===== config.mk =====
export PLATFORM = sky130hd
export DESIGN_NAME = zsw_crc8
export DESIGN_NICKNAME = d
export VERILOG_FILES = /design/src/sv/zsw_pkg.sv /design/src/sv/zsw_crc8.sv
export SDC_FILE = /design/constraint.sdc
export NUM_CORES = 1
export LEC_CHECK = 0
export ABC_CLOCK_PERIOD_IN_PS = 9700
export BUFFER_PORTS_ARGS = -buffer_cell sky130_fd_sc_hd__buf_2
export CORE_ASPECT_RATIO = 0.7
export CORE_MARGIN = 2
export CORE_UTILIZATION = 31
export DETAILED_ROUTE_END_ITERATION = 12
export PLACE_DENSITY = 0.71
export SYNTH_ARGS = -nofsm -noshare
export SYNTH_HDL_FRONTEND = slang
export SYNTH_SLANG_ARGS = --single-unit

===== constraint.sdc =====
create_clock -name vclk -period 9.7
set_input_delay 2.91 -clock vclk [all_inputs]
set_output_delay 2.91 -clock vclk [all_outputs]
set_load 0.02 [all_outputs]

===== src/sv/zsw_pkg.sv =====
// ----------------------------------------------------------------------------
// zsw_pkg
// Shared constants for the ZIP64 store stream writer.
// ----------------------------------------------------------------------------
package zsw_pkg;

   localparam int MAX_ENTRIES_DEF      = 256;
   localparam int NAME_STORE_BYTES_DEF = 4096;
   localparam int OFFSET_BITS_DEF      = 48;

   localparam logic [31:0] CRC_POLY = 32'hEDB88320;

   localparam logic [31:0] SIG_LOCAL   = 32'h04034b50;
   localparam logic [31:0] SIG_DESC    = 32'h08074b50;
   localparam logic [31:0] SIG_CENTRAL = 32'h02014b50;
   localparam logic [31:0] SIG_EOCD64  = 32'h06064b50;
   localparam logic [31:0] SIG_LOC64   = 32'h07064b50;
   localparam logic [31:0] SIG_EOCD    = 32'h06054b50;

   localparam logic [15:0] VERSION   = 16'd45;
   localparam logic [15:0] GP_FLAGS  = 16'h0808;
   localparam logic [15:0] DOS_DATE  = 16'h0021;
   localparam logic [15:0] ZIP64_TAG = 16'h0001;
   localparam logic [31:0] ALL_ONES  = 32'hFFFFFFFF;

   localparam logic [1:0] KIND_START = 2'd0;
   localparam logic [1:0] KIND_NAME  = 2'd1;
   localparam logic [1:0] KIND_DATA  = 2'd2;
   localparam logic [1:0] KIND_PULL  = 2'd3;

   localparam logic [1:0] ST_OK    = 2'd0;
   localparam logic [1:0] ST_ORDER = 2'd1;
   localparam logic [1:0] ST_FULL  = 2'd2;
   localparam logic [1:0] ST_OVF   = 2'd3;

endpackage


===== src/sv/zsw_crc8.sv =====
// ----------------------------------------------------------------------------
// zsw_crc8
// One-byte update of a finished CRC-32 (reflected, IEEE polynomial).
// ----------------------------------------------------------------------------
module zsw_crc8 (
   input  logic [31:0] crc_in,
   input  logic [7:0]  data_in,
   output logic [31:0] crc_out
);

   always_comb begin
      logic [31:0] c;
      c = ~crc_in ^ {24'd0, data_in};
      for (int k = 0; k < 8; k++) begin
         c = c[0] ? (zsw_pkg::CRC_POLY ^ (c >> 1)) : (c >> 1);
      end
      crc_out = ~c;
   end

endmodule


==> results of run 1 <==
-- layout make-up --
class / count / area (µm²) / area share
tap: 32 / 40.0 / 0.0352
multi-input combinational: 67 / 732 / 0.644
inverter: 1 / 3.75 / 0.00330
timing repair buffer: 72 / 360 / 0.317
-- through the flow --
step / instances / instance area, µm² / utilization
floorplan: 68 / 736 / -
global placement: 172 / 1140 / 0.519
detailed placement: 172 / 1140 / 0.519
CTS: 172 / 1140 / 0.519
global route: 172 / 1140 / 0.519
finish: 172 / 1140 / 0.519
-- power by group through the flow --
stage | sequential, W | combinational, W | clock (W)
after detailed placement | 0 | 0.000259 | 0
after global routing | 0 | 0.000275 | 0
after global placement | 0 | 0.000257 | 0
after CTS | 0 | 0.000260 | 0
after floorplan | 0 | 0.000187 | 0
final | 0 | 0.000256 | 0
-- worst paths after layout --
kind / from / slack (ns) / endpoint
max: data_in[1] / 2.11 / crc_out[23]
min: crc_in[9] / 6.11 / crc_out[1]
-- placed cells by master, fill, tap and decap left out --
master	count
buf_2	72
inv_1	1
xnor2_1	43
xnor2_2	5
xnor2_4	1
xnor3_1	1
xnor3_2	1
xor2_1	10
xor2_2	4
xor3_1	2
-- logic make-up (layout without fill, tap and decap cells) --
kind of cell | after synthesis | after routing | share of synthesized area
buffers and inverters | 1 | 73 | 0.00510
XOR/XNOR | 67 | 67 | 0.995
-- per-layer routing --
metal  track usage  up-vias  wire length [µm]
li1              -      352                 -
met1         0.149      303               663
met2         0.235       42               883
met3        0.0150        0               160
met4             0        0                 0
met5             0        -                 0
==> summary.md, run 1 <==
| Metric | Value |
|---|---|
| Outcome | completed |
| Drt first pass iters | 2 |
| CTS Hold Buffers Added | 0 |
| Leakage Power | 0.552 nW |
| Internal Power | 0.000108 W |
| Seq pwr share | 0 |
| Vias per Instance | 4.05 |
| Setup crit end kind | output pin |
| Hold path depth | 3 |
| Area leader, netlist | xnor2_1 |
| DRC violation count after routing | 0 |
| Post-synthesis sequential area ratio | 0 |
| Io pins | 72 |
| Min-delay worst type | primary input to output pin |
| Routability congestion estimate | 0.651 |
| Post-route ant nets | 0 |
| Top-area cell type share of the netlist area | 0.512 |
| Pin count of the biggest net entering global routing | 7 |
| Area delta synth->final | 54.4% |
| DR vias | 697 |
| Final setup violation count | 0 |
| Post-Route WL | 1710 µm |
| GRT Util Overall | 0.118 |
| Syn Inst Count | 68 |
| Final period util | 0.783 |
| Final Net Count | 182 |
| Final hold violations | 0 |
| Synth cell count leaders | xnor2_1 (43), xor2_1 (10), xnor2_2 (5) |
| Number of port buffers | 72 |
| Die Wd | 62.2 µm |
| Family with the most delay on the worst path | XOR/XNOR gates |
| Worst-Margin Slew | 0.710 ns |
| Crit Path Max Fanout | 5 |
| Pwr dens | 225 nW/µm² |
| Synth unique cells | 9 |
| Unrepaired setup endpoints after global routing | false |
| CP cell instances | buf_2 -> xnor2_2 -> xnor2_2 -> xnor3_2 -> xor3_1 -> buf_2 |
| Register Area | 0 µm² |
| GRT overflow | 0 |
| FMAX | 132 MHz |
| Biggest cell delay along the critical path | 0.55 ns |
| Comb pwr share | 1.000 |
| Arrival time worst endpoint | 4.68 ns |
| CTS resizes | 0 |
| Switching Power | 0.000147 W |
| Core Region | 2190 µm² |
| Power, Total | 0.000256 W |
| Buf/Inv on CP | 2 |
| Place WS | 2.07 ns |
| Final WS setup | 2.11 ns |
| DP HPWL | 1600 µm |
| Final Max Tran Viols | 0 |
| Vias in the first global route | 636 |
| Worst slew margin | 0.523 |
| WS Path Type | primary input to output pin |
| WL per Instance | 9.92 µm |
| Seq cells | 0 |
| Core Rows | 14 |
| CP required | 6.79 ns |
| Critical path's slowest cell | xnor3_2 |
| # diodes | 0 |
| Levels on crit path | 6 |
| Top post-synthesis cells by area | xnor2_1 (51%), xor2_1 (12%), xnor2_2 (11%), xor2_2 (8.8%), xor3_1 (6.5%) |
| FILL cells | 212 |
| Initial drt markers | 1 |
| VDD IR max | 0.101 mV |
| Fin crit period | 7.59 ns |
| Starting density of the core | 0.336 |
| Startpoint Class | primary input |
| Chip height | 44.8 µm |
| Die area | 2790 µm² |
| Share of layout cells above drive strength 1 | 0.593 |
| TNS Setup | 0 ns |
| Clock power share | 0 |
| Antenna violations before repair | 0 |
| Syn. warnings | 0 |
| Synthesized area | 736 µm² |
| Postcts setup bufs | 0 |
| CLK BUF | 0 |
| Syn_nets | 108 |
| Most common cell in the synthesized netlist | xnor2_1 |
| Syn_area_per_cell | 10.8 µm² |
| Net Sw Frac | 0.576 |
| First-pass GRT wire length | 2700 µm |
| # Max-Cap Violations | 0 |
| Fin Hold WS | 6.11 ns |
No activity file was read; power rests on OpenSTA's default activity.
==> run 2: changes to the inputs <==
--- a/config.mk
+++ b/config.mk
@@ -5,13 +5,13 @@
 export SDC_FILE = /design/constraint.sdc
 export NUM_CORES = 1
 export LEC_CHECK = 0
-export ABC_CLOCK_PERIOD_IN_PS = 9700
+export ABC_CLOCK_PERIOD_IN_PS = 6200
 export BUFFER_PORTS_ARGS = -buffer_cell sky130_fd_sc_hd__buf_2
 export CORE_ASPECT_RATIO = 0.7
 export CORE_MARGIN = 2
 export CORE_UTILIZATION = 31
 export DETAILED_ROUTE_END_ITERATION = 12
-export PLACE_DENSITY = 0.71
+export PLACE_DENSITY = 0.73
 export SYNTH_ARGS = -nofsm -noshare
 export SYNTH_HDL_FRONTEND = slang
 export SYNTH_SLANG_ARGS = --single-unit
==> constraint.sdc (replaced) <==
create_clock -name vclk -period 6.2
set_input_delay 1.86 -clock vclk [all_inputs]
set_output_delay 1.86 -clock vclk [all_outputs]
set_load 0.02 [all_outputs]
==> run 2 against run 1 <==
Compared with the run above: via count is 0.57% lower; cell count rose by 1.7%; core utilization increased by 1.0 points; combinational power increased by 59%; wire length increased by 7.0%.
==> summary.md, run 2 (synthesis results as in run 1) <==
| Metric | Value |
|---|---|
| Core Rows | 14 (unchanged) |
| Worst Hold Launch | crc_in[14] |
| Postcts setup bufs | 0 (unchanged) |
| Antenna violations before repair | 0 (unchanged) |
| DR vias | 693 (-0.57%) |
| Routability congestion estimate | 0.668 (+2.5%) |
| CP required | 4.34 ns (-2.45 ns) |
| Pin count of the biggest net entering global routing | 7 (unchanged) |
| Number of port buffers | 72 (unchanged) |
| First-pass GRT wire length | 2950 µm (+9.5%) |
| Min-delay worst type | primary input to output pin |
| GRT Util Overall | 0.130 (+0.0119) |
| # Max-Cap Violations | 0 (unchanged) |
| Seq cells | 0 (unchanged) |
| Hold Crit Endpoint | crc_out[6] |
| CTS resizes | 0 (unchanged) |
| WL per Instance | 10.4 µm (+5.2%) |
| Leakage Power | 0.566 nW (+2.6%) |
| Startpoint Class | primary input |
| GRT overflow | 0 (unchanged) |
| Unrepaired setup endpoints after global routing | false |
| Die area | 2790 µm² (unchanged) |
| Fin util | 0.529 (+0.0103) |
| Top cell by count, worst path | buf_2 |
| Dpl cells | 175 (+1.7%) |
| Io pins | 72 (unchanged) |
| Pwr dens | 352 nW/µm² (+56%) |
| Commonest non-fill, non-tap cells in the layout | buf_2 (72), xnor2_1 (43), xor2_1 (10) |
| Arrival time worst endpoint | 3.64 ns (-1.04 ns) |
| Starting density of the core | 0.336 (unchanged) |
| Commonest non-fill, non-tap cell in the layout | buf_2 |
| FMAX | 182 MHz |
| Biggest cell delay along the critical path | 0.55 ns (about the same) |
| Non-filler instance count after layout | 175 (+1.7%) |
| CLK BUF | 0 (unchanged) |
| Fin crit period | 5.50 ns |
| VDD IR max | 0.174 mV (+72%) |
| Setup crit end kind | output pin |
| Worst-Margin Slew | 0.688 ns (-0.0215 ns) |
| Core Region | 2190 µm² (unchanged) |
| Crit Path Max Fanout | 5 (unchanged) |
| Hold path depth | 3 (unchanged) |
| WS Path Type | primary input to output pin |
| Drt first pass iters | 2 (unchanged) |
| Post-route ant nets | 0 (unchanged) |
| Vias per Instance | 3.96 (-2.3%) |
| DP HPWL | 1690 µm (+5.6%) |
| # diodes | 0 (unchanged) |
| Worst slew margin | 0.538 (+0.0144) |
| Die Wd | 62.2 µm (unchanged) |
| Critical path's slowest cell | xnor3_2 |
| Vias in the first global route | 684 (+7.5%) |
| Power, Total | 0.000407 W (+59%) |
| Share of layout cells above drive strength 1 | 0.601 (+0.00854) |
| TNS Setup | 0 ns (unchanged) |
| Area delta synth->final | 57.5% |
| Final hold violations | 0 (unchanged) |
| CP cell instances | buf_2 -> xor2_2 -> xnor2_2 -> xnor3_2 -> xor3_1 -> buf_2 |
| Register Area | 0 µm² (unchanged) |
| CTS Hold Buffers Added | 0 (unchanged) |
| Final setup violation count | 0 (unchanged) |
| Post-Route WL | 1830 µm (+7.0%) |
| DRC violation count after routing | 0 (unchanged) |
| Initial drt markers | 6 (+5) |
| Final Net Count | 185 (+1.6%) |
| Chip height | 44.8 µm (unchanged) |
| Final period util | 0.888 |
| Multi-input gate area | 732 µm² (unchanged) |
| FILL cells | 222 (+4.7%) |
| Final Max Tran Viols | 0 (unchanged) |
| Outcome | completed |
run 2: how the worst max path moves through the flow:
stage,endpoint,startpoint
6_report,crc_out[23],data_in[7]
3_5_place_dp,crc_out[20],data_in[0]
4_1_cts,crc_out[20],data_in[0]
3_3_place_gp,crc_out[20],data_in[0]
5_1_grt,crc_out[23],data_in[0]
2_1_floorplan,crc_out[18],data_in[4]
run 2: final cells by class:
class / instances / area share
inverters: 1 / 0.00324
well taps: 32 / 0.0346
multi-input cells: 67 / 0.632
repair buffers: 75 / 0.330
run 2: per-stage QoR:
step / cell area, µm² / hold slack, ns / worst slack, ns
floorplan: 736 / 3.85 / 0.948
global placement: 1160 / 4.00 / 0.705
detailed placement: 1160 / 4.01 / 0.691
CTS: 1160 / 4.01 / 0.687
global route: 1160 / 4.02 / 0.579
finish: 1160 / 4.01 / 0.697
run 2: worst max-delay path: cells and delay by family:
kind,cells,cell delay [ns]
xor gates and xnor gates,4,1.48
buffers and inverters,2,0.28
run 2: per-layer routing:
layer	wire, µm	part of all wire	GRT usage
met1	737	0.40	0.149
met2	901	0.49	0.276
met3	189	0.10	0.0200
met4	0	0	0
met5	0	0	0
run 2: power by group:
| part | switching (W) | internal [W] | total [W] |
|---|---|---|---|
| Clock | 0 | 0 | 0 |
| Sequential | 0 | 0 | 0 |
| Combinational | 0.000235 | 0.000172 | 0.000407 |
| Total | 0.000235 | 0.000172 | 0.000407 |
==> run 3: changes to the inputs <==
--- a/config.mk
+++ b/config.mk
@@ -11,7 +11,7 @@
 export CORE_MARGIN = 2
 export CORE_UTILIZATION = 31
 export DETAILED_ROUTE_END_ITERATION = 12
-export PLACE_DENSITY = 0.73
+export PLACE_DENSITY = 0.8
 export SYNTH_ARGS = -nofsm -noshare
 export SYNTH_HDL_FRONTEND = slang
 export SYNTH_SLANG_ARGS = --single-unit
==> run 3 against run 2 <==
Compared with the run above: core utilization did not move; sequential cell count did not move; critical endpoint unchanged; highest routed layer unchanged; fmax barely moved.
==> summary.md, run 3 (synthesis results as in run 1) <==
| Metric | Value |
|---|---|
| DP HPWL | 1680 µm (-0.40%) |
| First-pass GRT wire length | 3000 µm (+1.6%) |
| CTS Hold Buffers Added | 0 (unchanged) |
| Area delta synth->final | 57.5% (unchanged) |
| Die Wd | 62.2 µm (unchanged) |
| Family with the most delay on the worst path | XOR/XNOR gates |
| FILL cells | 211 (-5.0%) |
| Vias in the first global route | 671 (-1.9%) |
| Final hold violations | 0 (unchanged) |
| # Max-Cap Violations | 0 (unchanged) |
| Outcome | completed |
| Net Sw Frac | 0.576 (-0.00139) |
| Antenna violations before repair | 0 (unchanged) |
| Switching Power | 0.000234 W (-0.63%) |
| Final Max Tran Viols | 0 (unchanged) |
| Comb pwr share | 1.000 (about the same) |
| TNS Setup | 0 ns (unchanged) |
| CLK BUF | 0 (unchanged) |
| Final period util | 0.888 (about the same) |
| Internal Power | 0.000172 W (about the same) |
| Non-filler instance count after layout | 175 (unchanged) |
| Post-route ant nets | 0 (unchanged) |
| WL per Instance | 10.4 µm (-0.66%) |
| Postcts setup bufs | 0 (unchanged) |
| Clock power share | 0 (unchanged) |
| Commonest non-fill, non-tap cell in the layout | buf_2 |
| Startpoint Class | primary input |
| Share of layout cells above drive strength 1 | 0.601 (unchanged) |
| Worst slew margin | 0.565 (+0.0272) |
| Fin Hold WS | 4.01 ns (-0.00484 ns) |
| Critical path's slowest cell | xnor3_2 |
| Seq pwr share | 0 (unchanged) |
| Starting density of the core | 0.336 (unchanged) |
| FMAX | 182 MHz (about the same) |
| GRT overflow | 0 (unchanged) |
| Register Area | 0 µm² (unchanged) |
| Post-Route WL | 1820 µm (-0.66%) |
| Dpl cells | 175 (unchanged) |
| CP cell instances | buf_2 -> xor2_2 -> xnor2_2 -> xnor3_2 -> xor3_1 -> buf_2 |
| Worst-Margin Slew | 0.648 ns (-0.0406 ns) |
| Drt first pass iters | 2 (unchanged) |
| Number of port buffers | 72 (unchanged) |
| # diodes | 0 (unchanged) |
| Chip height | 44.8 µm (unchanged) |
| Seq cells | 0 (unchanged) |
| Unrepaired setup endpoints after global routing | false |
| Leakage Power | 0.566 nW (unchanged) |
| Final setup violation count | 0 (unchanged) |
| Pwr dens | 350 nW/µm² (-0.39%) |
| WS Path Type | primary input to output pin |
| GRT Util Overall | 0.129 (-0.000702) |
| Vias per Instance | 4.11 (+3.9%) |
| Die area | 2790 µm² (unchanged) |
| Arrival time worst endpoint | 3.65 ns (about the same) |
| Pin count of the biggest net entering global routing | 7 (unchanged) |
| VDD IR max | 0.169 mV (-3.3%) |
| CTS resizes | 0 (unchanged) |
| Min-delay worst type | primary input to output pin |
| Crit Path Max Fanout | 5 (unchanged) |
| Fin util | 0.529 (unchanged) |
| DR vias | 720 (+3.9%) |
| Core Rows | 14 (unchanged) |
| Top cell by count, worst path | buf_2 |
| Multi-input gate area | 732 µm² (unchanged) |
| Buf/Inv on CP | 2 (unchanged) |
| Core Region | 2190 µm² (unchanged) |
| CP required | 4.34 ns (about the same) |
| Final WS setup | 0.693 ns (-0.00452 ns) |
| Commonest non-fill, non-tap cells in the layout | buf_2 (72), xnor2_1 (43), xor2_1 (10) |
| Setup crit end kind | output pin |
| Place WS | 0.675 ns (-0.0162 ns) |
| Fin crit period | 5.51 ns (+0.00452 ns) |
| Final Net Count | 185 (unchanged) |
| Routability congestion estimate | 0.687 (+3.0%) |
| Io pins | 72 (unchanged) |
| DRC violation count after routing | 0 (unchanged) |
| Initial drt markers | 18 (+12) |
| Biggest cell delay along the critical path | 0.55 ns (about the same) |
==> run 3: cell counts in the layout (fill, tap and decap cells not counted) <==
No cell type changed its count.
==> run 3: routing by layer <==
metal,wire [µm],GRT usage
met1,734,0.160
met2,863,0.248
met3,217,0.0324
met4,0,0
met5,0,0
==> run 3: final cells by class <==
class                           count  share of cell area
Multi-Input combinational cell     67               0.632
Inverter                            1             0.00324
Tap cell                           32              0.0346
Timing Repair Buffer               75               0.330
==> run 3: through the flow <==
stage	total power (W)	cell area, µm²
2_1_floorplan	0.000292	736
3_3_place_gp	0.000407	1160
3_5_place_dp	0.000410	1160
4_1_cts	0.000411	1160
5_1_grt	0.000435	1160
6_report	0.000406	1160
==> run 3: path summary, 6_finish.rpt <==
kind                    from     endpoint  slack [ns]  cells after the start
hold / removal    crc_in[18]  crc_out[10]        4.01                      3
setup / recovery  data_in[7]  crc_out[23]        0.69                      6
==> run 3: power by group through the flow <==
stage	combinational, W	clock (W)	sequential (W)
CTS	0.000411	0	0
floorplan	0.000292	0	0
detailed placement	0.000410	0	0
global route	0.000435	0	0
finish	0.000406	0	0
global placement	0.000407	0	0
